### config.mk
export PLATFORM = sky130hd
export DESIGN_NAME = fletcher32_byte_checksum
export DESIGN_NICKNAME = d
export VERILOG_FILES = /design/src/sv/f32bc_pkg.sv /design/src/sv/f32bc_accum.sv /design/src/sv/fletcher32_byte_checksum.sv
export SDC_FILE = /design/constraint.sdc
export NUM_CORES = 1
export LEC_CHECK = 0
export BUFFER_PORTS_ARGS = -buffer_cell sky130_fd_sc_hd__clkbuf_2
export CAP_MARGIN = 5
export CORE_MARGIN = 4
export CORE_UTILIZATION = 50
export DETAILED_ROUTE_END_ITERATION = 6
export PLACE_DENSITY_LB_ADDON = 0.25
export SYNTH_ARGS = -nofsm -noshare
export SYNTH_HDL_FRONTEND = slang
export SYNTH_SLANG_ARGS = --single-unit
### constraint.sdc
create_clock -name clk_i -period 6.65 [get_ports clk_i]
set_input_delay 0.665 -clock clk_i [delete_from_list [all_inputs] [get_ports clk_i]]
set_output_delay 0.665 -clock clk_i [all_outputs]
set_load 0.1 [all_outputs]
### src/sv/f32bc_pkg.sv
// Shared types, constants and arithmetic for the Fletcher-32 byte checksum.
// No dependencies; imported by every module of the block.
`timescale 1ns / 1ps
`default_nettype none

package f32bc_pkg;

  localparam int unsigned SumW  = 16;
  localparam int unsigned ByteW = 8;
  localparam int unsigned CsumW = 2 * SumW;

  localparam logic [SumW-1:0] SUM_INIT = 16'hFFFF;

  typedef logic [SumW-1:0]  sum_t;
  typedef logic [ByteW-1:0] byte_t;
  typedef logic [CsumW-1:0] csum_t;

  // One input item as it travels from the input register to the accumulator.
  typedef struct packed {
    byte_t data_byte;
    logic  last_byte;
  } item_t;

  // Ones-complement add on 16 bits: fold the carry back into bit 0.
  function automatic sum_t oc_add(input sum_t x, input sum_t y);
    logic [SumW:0] s;
    logic [SumW:0] f;
    s = {1'b0, x} + {1'b0, y};
    f = {1'b0, s[SumW-1:0]} + {{SumW{1'b0}}, s[SumW]};
    return f[SumW-1:0];
  endfunction

endpackage

`default_nettype wire

### src/sv/f32bc_accum.sv
// Running sums A and B plus word assembly state for the Fletcher-32 block.
// Depends on f32bc_pkg; instantiated by fletcher32_byte_checksum.
`timescale 1ns / 1ps
`default_nettype none

module f32bc_accum (
  input  wire logic            clk_i,
  input  wire logic            rst_ni,
  input  wire logic            step_i,
  input  wire f32bc_pkg::item_t item_i,
  output f32bc_pkg::csum_t     checksum_o
);
  import f32bc_pkg::*;

  sum_t  sum_a_q, sum_a_d;
  sum_t  sum_b_q, sum_b_d;
  byte_t pending_low_q, pending_low_d;
  logic  holding_low_q, holding_low_d;
  logic  word_seen_q, word_seen_d;

  sum_t  word;
  logic  do_add;
  sum_t  a_new;
  sum_t  b_new;

  always_comb begin
    word   = holding_low_q ? {item_i.data_byte, pending_low_q}
                           : {{(SumW-ByteW){1'b0}}, item_i.data_byte};
    do_add = holding_low_q || (item_i.last_byte && word_seen_q);
    a_new  = oc_add(sum_a_q, word);
    b_new  = oc_add(sum_b_q, a_new);

    checksum_o = do_add ? {b_new, a_new} : {sum_b_q, sum_a_q};

    sum_a_d       = sum_a_q;
    sum_b_d       = sum_b_q;
    pending_low_d = pending_low_q;
    holding_low_d = holding_low_q;
    word_seen_d   = word_seen_q;
    if (item_i.last_byte) begin
      // message ends: return to the start state
      sum_a_d       = SUM_INIT;
      sum_b_d       = SUM_INIT;
      pending_low_d = '0;
      holding_low_d = 1'b0;
      word_seen_d   = 1'b0;
    end else if (holding_low_q) begin
      sum_a_d       = a_new;
      sum_b_d       = b_new;
      pending_low_d = '0;
      holding_low_d = 1'b0;
      word_seen_d   = 1'b1;
    end else begin
      pending_low_d = item_i.data_byte;
      holding_low_d = 1'b1;
    end
  end

  always_ff @(posedge clk_i or negedge rst_ni) begin
    if (!rst_ni) begin
      sum_a_q       <= SUM_INIT;
      sum_b_q       <= SUM_INIT;
      pending_low_q <= '0;
      holding_low_q <= 1'b0;
      word_seen_q   <= 1'b0;
    end else if (step_i) begin
      sum_a_q       <= sum_a_d;
      sum_b_q       <= sum_b_d;
      pending_low_q <= pending_low_d;
      holding_low_q <= holding_low_d;
      word_seen_q   <= word_seen_d;
    end
  end

endmodule

`default_nettype wire

### src/sv/fletcher32_byte_checksum.sv
// Top level of the Fletcher-32 byte-stream checksum: input register,
// accumulator and result register. Depends on f32bc_pkg and f32bc_accum.
//
// Usage:
//   Input channel (in_valid_i / in_ready_o) carries one message byte per item
//   in data_byte_i, with last_byte_i set on the final byte of a message.
//   Byte pairs form little-endian words; sums A and B start at 0xFFFF.
//   Output channel (out_valid_o / out_ready_i) carries one item per message:
//   checksum_o = {B, A}. A one-byte message yields 0xFFFFFFFF.
// Timing:
//   One byte is accepted every cycle while no final byte is held back. A byte
//   lands in the input register, then the accumulator folds it into A and B
//   as it leaves that register; on the last byte the result register
//   loads too, so out_valid_o rises as the last byte leaves that register.
//   The accumulator's add path is one word add into A followed by one add of A
//   into B, both with end-around carry.
// Reset and stall:
//   rst_ni clears both sums to 0xFFFF and empties both registers.
//   While a result waits to be taken, non-final bytes keep flowing into
//   the sums; only a final byte holds in the input register until the
//   result register frees up.
`timescale 1ns / 1ps
`default_nettype none

module fletcher32_byte_checksum (
  input  wire logic              clk_i,
  input  wire logic              rst_ni,
  input  wire logic              in_valid_i,
  output logic                   in_ready_o,
  input  wire f32bc_pkg::byte_t  data_byte_i,
  input  wire logic              last_byte_i,
  output logic                   out_valid_o,
  input  wire logic              out_ready_i,
  output f32bc_pkg::csum_t       checksum_o
);
  import f32bc_pkg::*;

  // Input register
  logic  in_vld_q;
  item_t item_q;

  // Result register
  logic  out_vld_q;
  csum_t csum_q;

  logic  out_free;
  logic  advance;
  csum_t csum_next;

  // Hold a final byte until the result slot is free; non-final bytes
  // advance whenever present.
  assign out_free   = !out_vld_q || out_ready_i;
  assign advance    = in_vld_q && (!item_q.last_byte || out_free);
  assign in_ready_o = !in_vld_q || advance;

  always_ff @(posedge clk_i or negedge rst_ni) begin
    if (!rst_ni) begin
      in_vld_q <= 1'b0;
    end else if (in_ready_o) begin
      in_vld_q <= in_valid_i;
    end
  end

  always_ff @(posedge clk_i) begin
    if (in_ready_o && in_valid_i) begin
      item_q <= '{data_byte: data_byte_i, last_byte: last_byte_i};
    end
  end

  f32bc_accum u_accum (
    .clk_i      (clk_i),
    .rst_ni     (rst_ni),
    .step_i     (advance),
    .item_i     (item_q),
    .checksum_o (csum_next)
  );

  // Load the result on a final byte; drop valid once taken.
  always_ff @(posedge clk_i or negedge rst_ni) begin
    if (!rst_ni) begin
      out_vld_q <= 1'b0;
    end else if (advance && item_q.last_byte) begin
      out_vld_q <= 1'b1;
    end else if (out_ready_i) begin
      out_vld_q <= 1'b0;
    end
  end

  always_ff @(posedge clk_i) begin
    if (advance && item_q.last_byte) begin
      csum_q <= csum_next;
    end
  end

  assign out_valid_o = out_vld_q;
  assign checksum_o  = csum_q;

endmodule

`default_nettype wire

==> results.json, run 1 <==
{
  "dp.cells": 737,
  "wl_per_cell_um": 17.8,
  "ys_seq_elements": 85,
  "instances_no_fill": 775,
  "tritoncts": "yes",
  "ys.flop_type": "edfxtp_1",
  "drive_above_1_share_pct": 32.6,
  "io_buffers": 46,
  "max_freq_mhz": 155,
  "core-area_um2": 10800,
  "die_h_um": 113,
  "start_kind": "flop",
  "setup_viol": 0,
  "slowest_stage": "or4_4",
  "cts_buffers": 9,
  "clock_latency_ns": 0.38,
  "crit_family": "compound AO/OA/AOI/OAI gates",
  "r2r-start": "u_accum.holding_low_q$_DFFE_PN0P_",
  "grt-ovfl-total": 0,
  "drt-initial-drc-count": 193,
  "synth_edf_count": 41,
  "slew_headroom_pct": 30.0,
  "viasPerCell": 5.85,
  "synth_top_area_cell": "edfxtp_1",
  "grt_pass1_wl_um": 22100,
  "yosys-top-cells-area": "edfxtp_1 (22%), dfstp_2 (15%), ha_1 (8.6%)",
  "max_stage_delay_ns": 0.58,
  "synth_common_cells": "nor2_1 (69), edfxtp_1 (41), nand2_1 (40), a21oi_1 (39), ha_1 (38)",
  "dr.pass1.iters": 6,
  "start_util_pct": 51.2,
  "cp-startpoint": "u_accum.holding_low_q$_DFFE_PN0P_",
  "rsz0062_at_grt": "true",
  "antenna_found_initial": 0,
  "rows": 38,
  "path_class": "flop to flop",
  "min_period_ns": 6.46,
  "crit_buf_inv": 1,
  "cp_max_fo": 6,
  "totalWireLength_um": 13800,
  "hold_viol_final": 0,
  "vias": 4530,
  "hpwlAfterDp_um": 9600,
  "syn_inst": 540,
  "ys_warn_count": 0,
  "gp_congestion": 0.878,
  "die_area_um2": 12900,
  "grt_max_degree": 45,
  "cts_sinks": 85,
  "clk_pin_slew_worst_paths_ns": 0.09,
  "cts_max_path_buffers": 2,
  "maxSlewViolCount": 0,
  "yosysSeqAreaShare_pct": 42.7,
  "track_usage_pct": 21.7,
  "clock_skew_ns": 0.0101,
  "drv_cap": 0,
  "yosysMostFrequentCell": "nor2_1",
  "antennaDiodeCount": 0,
  "grt_pass1_vias": 4405,
  "path_common_cell": "a21o_1",
  "crit_required_ns": 6.88,
  "cp.arrival_ns": 6.69,
  "antenna_left": 0,
  "boundaryPins": 47,
  "end_kind": "flop",
  "syn_nets": 593,
  "die_width_um": 113,
  "synth_cell_types": 65,
  "synth.cell_area_um2": 5550,
  "route.detailed.drc": 0,
  "hp-class": "input port to async pin",
  "synthToLayoutAreaGrowth_pct": 20.9,
  "finalNetCount": 683,
  "syn_area_per_cell_um2": 10.3,
  "synthArstFlopShare_pct": 51.8,
  "cts_root_buf": "clkbuf_8",
  "cts-htree-levels": 3,
  "tightest_slew_ns": 1.05,
  "fin_crit_sh_pct": 97.2,
  "synth_top_area_share_pct": 22.2,
  "status": "complete, no violations"
}
-- flip-flops by register name, indices dropped and copies added, names as in the netlist --
signal and cells:
u_accum.word_seen_q 1, u_accum.holding_low_q 1, out_valid_o 1, checksum_o 32, u_accum.sum_a_q 16, u_accum.pending_low_q 8
item_q 9, u_accum.sum_b_q 16, in_vld_q 1
-- area by class of cell --
class,count,area [um^2]
flip-flops and latches,85,2370
multi-input cells,429,3320
repair buffers,96,613
fillers,903,4130
well taps,140,175
clock buffers,9,124
inverters,9,33.8
clock inverters,7,75.1
-- stage by stage --
step	util [%]	area [um^2]	worst slack [ns]	setup TNS [ns]	hold WS, ns
4_1_cts	58.9	6380	0.0262	0	0.414
3_3_place_gp	56.4	6110	0.0438	0	0.484
2_1_floorplan	-	5590	0.0136	0	0.369
5_1_grt	61.9	6710	-0.129	-0.352	0.440
3_5_place_dp	56.4	6110	-0.186	-0.906	0.489
6_report	61.9	6710	0.186	0	0.408
-- cells in the final DEF, fill, tap and decap left out, drive strengths merged, types with 15 or more instances in the layout --
cell type	synthesis	layout
nor2	69	69
clkbuf	15	55
buf	2	50
edfxtp	41	41
a21oi	41	41
nand2	40	40
ha	38	38
dfstp	32	32
xnor2	30	30
a21o	21	21
a31oi	17	17
xor2	17	17
o22a	15	15
-- layer usage --
metal  routed length [um]  vias up  global-route usage, %  share of wire (%)
li1                     -     2186                      -                  -
met1                 6070     2198                   29.2                 44
met2                 6790      127                   34.7                 49
met3                  678       19                   4.51                4.9
met4                  264        0                   8.41                1.9
met5                    0        -                      0                  0
-- logic make-up after synthesis --
kind of cell | count (synthesis) | share of synthesized area [%]
compound gates | 144 | 18.6
flops | 85 | 42.7
mux | 11 | 2.21
fa+ha+maj | 40 | 9.29
buf+inv | 26 | 2.25
simple gates | 187 | 17.5
xor+xnor | 47 | 7.41
-- path summary, 6_finish.rpt --
kind | endpoint | cells past startpoint | slack (ns)
setup / recovery | checksum_o[30]$_DFFE_PP_ | 33 | 0.19
hold / removal | u_accum.pending_low_q[6]$_DFFE_PN0P_ | 2 | 0.41
setup reg to reg | checksum_o[30]$_DFFE_PP_ | 33 | 0.19
hold reg to reg | u_accum.pending_low_q[4]$_DFFE_PN0P_ | 1 | 0.51
max in group asynchronous | u_accum.pending_low_q[2]$_DFFE_PN0P_ | 2 | 5.83
min in group clk_i | item_q[0]$_DFFE_PP_ | 1 | 0.46
-- repair_timing --
action                     CTS  global route
setup endpoints to repair   11            23
hold buffers                 0             0
pin swaps                    5            31
resized for setup           10            37
setup buffers                5            17
-- worst reg2reg max path, delay by kind of cell, from the launching register on --
| kind | cells | cell delay, ns |
|---|---|---|
| and+or+nand+nor | 10 | 1.80 |
| xor gates and xnor gates | 1 | 0.21 |
| adders and majority gates | 6 | 1.35 |
| AOI/OAI and AO/OA | 14 | 2.13 |
| buffers and inverters | 1 | 0.07 |
| DFF | 1 | 0.43 |
| muxes | 1 | 0.34 |
Power of run 1 is not shown: default switching activity piles up to over one toggle a cycle in this logic, so the estimate is an artifact.
==> inputs of run 2 (changes only) <==
Settings changed: ABC_AREA set to 1, CTS_BUF_LIST set to sky130_fd_sc_hd__clkbuf_2.
==> run 2 against run 1 <==
  * Routed wire length grew 20%
  * Setup slack gained 0.29 ns
  * Sequential share of layout area shrank 2.8 points
  * Via count grew 27%
  * Sequential cell count is the same
  * Cell area grew 8.6%
  * Largest cell class unchanged
==> results.json, run 2 <==
{
  "grt_max_degree": 45,
  "fin_crit_sh_pct": 92.8,
  "antenna_found_initial": 1,
  "max_freq_mhz": 162,
  "cts-htree-levels": 3,
  "cts_buffers": 9,
  "slew_headroom_pct": 25.9,
  "min_period_ns": 6.17,
  "hpwlAfterDp_um": 12600,
  "instances_no_fill": 1147,
  "synth.cell_area_um2": 6380,
  "maxSlewViolCount": 0,
  "io_buffers": 46,
  "path_common_cell": "nand2_1",
  "rows": 41,
  "clk_pin_slew_worst_paths_ns": 0.27,
  "setup_viol": 0,
  "dr.pass1.iters": 5,
  "synth_top_area_cell": "edfxtp_1",
  "grt_pass1_vias": 5053,
  "grt_pass1_wl_um": 26000,
  "tightest_slew_ns": 1.10,
  "yosysSeqAreaShare_pct": 37.2,
  "slowest_stage": "dfrtp_1",
  "tritoncts": "yes",
  "cp.arrival_ns": 6.54,
  "ys.flop_type": "edfxtp_1",
  "synth_cell_types": 40,
  "hold_viol_final": 0,
  "crit_required_ns": 7.02,
  "die_area_um2": 14600,
  "drive_above_1_share_pct": 21.1,
  "totalWireLength_um": 16600,
  "final_common_cell": "nand2_1",
  "core-area_um2": 12600,
  "syn_area_per_cell_um2": 7.12,
  "ys_warn_count": 0,
  "ys_seq_elements": 85,
  "cts_max_path_buffers": 2,
  "track_usage_pct": 22.9,
  "die_width_um": 121,
  "start_kind": "flop",
  "synth_edf_count": 41,
  "vias": 5760,
  "finalNetCount": 1022,
  "grt-ovfl-total": 0,
  "utilization_pct": 58.0,
  "drt-initial-drc-count": 457,
  "synthToLayoutAreaGrowth_pct": 14.2,
  "clock_latency_ns": 0.60,
  "start_util_pct": 50.8,
  "boundaryPins": 47,
  "route.detailed.drc": 0,
  "dp.cells": 1107,
  "gp_congestion": 0.963,
  "yosysMostFrequentCell": "nand2_1",
  "fillers": 1186,
  "cts_hold_buffers": 0,
  "yosys-top-cells-area": "edfxtp_1 (19%), nand2_1 (19%), dfstp_2 (13%)",
  "syn_inst": 896,
  "die_h_um": 121,
  "synth_top_area_share_pct": 19.3,
  "end_kind": "flop",
  "drv_cap": 0,
  "largest_reg_flops": 32,
  "viasPerCell": 5.02,
  "path_class": "flop to flop",
  "clock_skew_ns": 0.0362,
  "cts_root_buf": "clkbuf_2",
  "synthArstFlopShare_pct": 51.8,
  "wl_per_cell_um": 14.5,
  "antenna_left": 0,
  "max_stage_delay_ns": 0.45,
  "hold_ws_ns": 0.135,
  "hp-class": "input port to async pin",
  "cts_sinks": 85,
  "synth_common_cells": "nand2_1 (318), inv_1 (153), nand3_1 (62), nor2_1 (44), edfxtp_1 (41)",
  "final_cell_mix": "nand2_1 (311), inv_1 (151), nand3_1 (59), clkbuf_2 (55), edfxtp_1 (41)",
  "status": "complete, no violations",
  "cp_max_fo": 7,
  "syn_nets": 949
}
==> run 2: changes by cell type in the layout (fill, tap and decap cells not counted), moves of 20 or more <==
| cell | delta |
|---|---|
| nand2_1 | +272 |
| buf_4 | -21 |
| nand2_2 | +20 |
| xnor2_1 | -23 |
| inv_1 | +144 |
| nor2_1 | -27 |
| nand3_1 | +51 |
==> run 2: final cells by class <==
class | instances | area (um^2) | area share [%]
sequential | 85 | 2370 | 32.5
multi-input combinational | 637 | 3490 | 47.9
clock inverter | 7 | 75.1 | 1.03
inverter | 161 | 608 | 8.34
antenna | 1 | 2.50 | 0.0343
timing repair buffer | 75 | 478 | 6.56
tap | 172 | 215 | 2.95
clock buffer | 9 | 45.0 | 0.618
==> run 2: timing repair <==
action                     CTS  global route
setup endpoints to repair    0            29
gates resized for setup      0            41
buffers inserted             0            22
==> run 2: cells by family after synthesis <==
kind of cell,share of synthesized area [%]
AO/OA/AOI/OAI,8.88
XOR/XNOR,1.78
adder cells (fa/ha/maj),8.08
buffers and inverters,10.4
flip-flops,37.2
AND/OR/NAND/NOR,33.7
==> run 2: path summary, 6_finish.rpt <==
path / from / endpoint / slack, ns / cells after the start
hold reg to reg: u_accum.sum_a_q[0]$_DFFE_PN1P_ / u_accum.sum_a_q[0]$_DFFE_PN1P_ / 0.51 / 2
setup / recovery: u_accum.holding_low_q$_DFFE_PN0P_ / checksum_o[30]$_DFFE_PP_ / 0.48 / 48
hold / removal: rst_ni / u_accum.pending_low_q[0]$_DFFE_PN0P_ / 0.13 / 2
max in group asynchronous: rst_ni / u_accum.pending_low_q[3]$_DFFE_PN0P_ / 6.08 / 2
min in group clk_i: data_byte_i[4] / item_q[5]$_DFFE_PP_ / 0.25 / 1
setup reg to reg: u_accum.holding_low_q$_DFFE_PN0P_ / checksum_o[30]$_DFFE_PP_ / 0.48 / 48
==> run 2: metal layers <==
| layer | part of all wire, % | track usage [%] |
|---|---|---|
| met5 | 0 | 0 |
| met4 | 1.2 | 6.16 |
| met1 | 49 | 34.1 |
| met2 | 44 | 34.8 |
| met3 | 5.7 | 3.68 |
==> run 2: worst max-delay path: cells and delay by family, from the launching register on <==
family	cells	cell delay, ns
AO/OA/AOI/OAI	5	0.59
AND/OR/NAND/NOR	29	2.82
buffers and inverters	8	0.78
adder cells (fa/ha/maj)	6	1.31
flip-flops	1	0.45
==> run 2: metrics by stage <==
step	TNS (ns)	area, um^2	setup WS, ns
detailed placement	0	6820	0.0781
global placement	0	6820	0.345
finish	0	7290	0.478
floorplan	0	6380	0.695
global route	-0.0477	7290	-0.0477
CTS	0	6940	0.0477
Power of run 2 is left out for the same reason.
==> inputs of run 3 (changes only) <==
Settings changed: CORE_MARGIN 4 to not set.
==> run 3 against run 2 <==
  * Hold slack improved by 0.029 ns
  * Register-to-register slack lost 0.06 ns
  * Routed wire length is 3.6% lower
  * Sequential cell count did not move
  * Cell count decreased by 0.70%
  * Clock skew is 0.0054 ns lower
  * Clock-buffer cell count rose by 2
  * Global-route usage increased by 2.4 points
  * Core utilization increased by 0.56 points
  * Non-clock buffer count down 3
  * Cell area is 1.9% lower
  * Die area down 9.7%
  * Largest cell class unchanged
==> results.json, run 3 (synthesis results as in run 2) <==
{
  "tightest_slew_ns": 1.09,
  "vias": 5801,
  "r2r_cells": 43,
  "clock_skew_ns": 0.0309,
  "largest_reg_flops": 32,
  "final_common_cell": "nand2_1",
  "boundaryPins": 47,
  "dp.cells": 1103,
  "maxSlewViolCount": 0,
  "drt-initial-drc-count": 327,
  "tritoncts": "yes",
  "clk_pin_slew_worst_paths_ns": 0.22,
  "r2r-end": "checksum_o[27]$_DFFE_PP_",
  "fillers": 1218,
  "status": "complete, no violations",
  "end_kind": "flop",
  "final_cell_mix": "nand2_1 (314), inv_1 (150), nand3_1 (59), clkbuf_2 (57)",
  "route.detailed.drc": 0,
  "start_kind": "flop",
  "dr.pass1.iters": 5,
  "cp-startpoint": "u_accum.holding_low_q$_DFFE_PN0P_",
  "endpoint": "checksum_o[27]$_DFFE_PP_",
  "totalWireLength_um": 16000,
  "r2r-start": "u_accum.holding_low_q$_DFFE_PN0P_",
  "grt_max_degree": 45,
  "antennaDiodeCount": 0,
  "grt-ovfl-total": 0,
  "die_h_um": 115,
  "start_util_pct": 52.3,
  "cts_buffers": 9,
  "gp_congestion": 0.946,
  "drv_cap": 0,
  "placed_area_um2": 6810,
  "track_usage_pct": 25.4,
  "cp.arrival_ns": 6.63,
  "die_width_um": 115,
  "antenna_left": 0,
  "cts_sinks": 85,
  "min_period_ns": 6.23,
  "hpwlAfterDp_um": 12300,
  "cts_root_buf": "clkbuf_2",
  "path_common_cell": "nand2_1",
  "die_area_um2": 13200,
  "slew_headroom_pct": 27.0,
  "max_freq_mhz": 161,
  "finalNetCount": 1019,
  "io_buffers": 46,
  "antenna_found_initial": 0,
  "ff2ff_setup_slack_ns": 0.42,
  "grt_pass1_wl_um": 25500,
  "core-area_um2": 12200,
  "instances_no_fill": 1139,
  "wl_per_cell_um": 14.0,
  "timing.setup.tns_ns": 0,
  "cts_hold_buffers": 0,
  "rows": 40,
  "cts-htree-levels": 3,
  "drive_above_1_share_pct": 20.1,
  "cts_max_path_buffers": 2,
  "grt_pass1_vias": 5116,
  "crit_required_ns": 7.05,
  "clock_latency_ns": 0.58,
  "viasPerCell": 5.09,
  "synthToLayoutAreaGrowth_pct": 12.0,
  "final_cell_area_um2": 7150,
  "path_class": "flop to flop",
  "fin_crit_sh_pct": 93.7,
  "setup_viol": 0,
  "hold_viol_final": 0,
  "cp_max_fo": 8,
  "hp-class": "input port to async pin",
  "max_stage_delay_ns": 0.44,
  "slowest_stage": "dfrtp_1"
}
## run 3: cell types whose count changed in the layout (fill, tap and decap cells not counted), sizes merged
cell	previous run	this run
buf	28	26
bufinv	1	0
clkbuf	56	57
clkinv	4	5
clkinvlp	4	3
diode	1	0
inv	159	158
## run 3: cell type report
class / instances / area (um^2) / area share, %
Clock buffer: 11 / 55.1 / 0.770
Multi-Input combinational cell: 637 / 3440 / 48.1
Inverter: 161 / 608 / 8.51
Timing Repair Buffer: 72 / 433 / 6.06
Sequential cell: 85 / 2370 / 33.2
Tap cell: 168 / 210 / 2.94
Clock inverter: 5 / 28.8 / 0.403
## run 3: metrics by stage
step | worst slack, ns | util (%) | hold WS, ns
2_1_floorplan | 0.695 | - | 0.369
3_3_place_gp | 0.283 | 55.8 | 0.473
3_5_place_dp | 0.00737 | 55.8 | 0.474
4_1_cts | 0.0117 | 56.5 | 0.167
5_1_grt | -0.0579 | 58.5 | 0.182
6_report | 0.420 | 58.5 | 0.164
## run 3: metal layers
metal	vias to the layer above	GRT usage (%)	wire length, um	part of all wire, %
li1	2983	-	-	-
met1	2630	35.7	7660	48
met2	167	40.1	7120	44
met3	21	4.27	925	5.8
met4	0	7.79	297	1.9
met5	-	0	0	0
## run 3: critical path, delay by kind of cell, from the launching register on
family                     cells  cell delay, ns
AOI/OAI and AO/OA              7            1.06
adders and majority gates      4            1.06
buffers and inverters          5            0.61
DFF                            1            0.44
and+or+nand+nor               27            2.87
## run 3: worst min-delay path by stage
stage,startpoint,to,slack [ns],depth (start not counted)
finish,rst_ni,u_accum.pending_low_q[7]$_DFFE_PN0P_,0.16,2
floorplan,rst_ni,in_vld_q$_DFFE_PN0N_,0.37,0
CTS,rst_ni,u_accum.pending_low_q[7]$_DFFE_PN0P_,0.17,2
detailed placement,u_accum.sum_b_q[0]$_DFFE_PN1P_,u_accum.sum_b_q[0]$_DFFE_PN1P_,0.47,2
global placement,u_accum.word_seen_q$_DFFE_PN0P_,u_accum.word_seen_q$_DFFE_PN0P_,0.47,2
global route,rst_ni,u_accum.pending_low_q[7]$_DFFE_PN0P_,0.18,2
## run 3: what timing repair did
item	4_1_cts	5_1_grt
resized for setup	0	31
setup buffers	0	20
setup endpoints to repair	0	26
Power of run 3 is left out for the same reason.
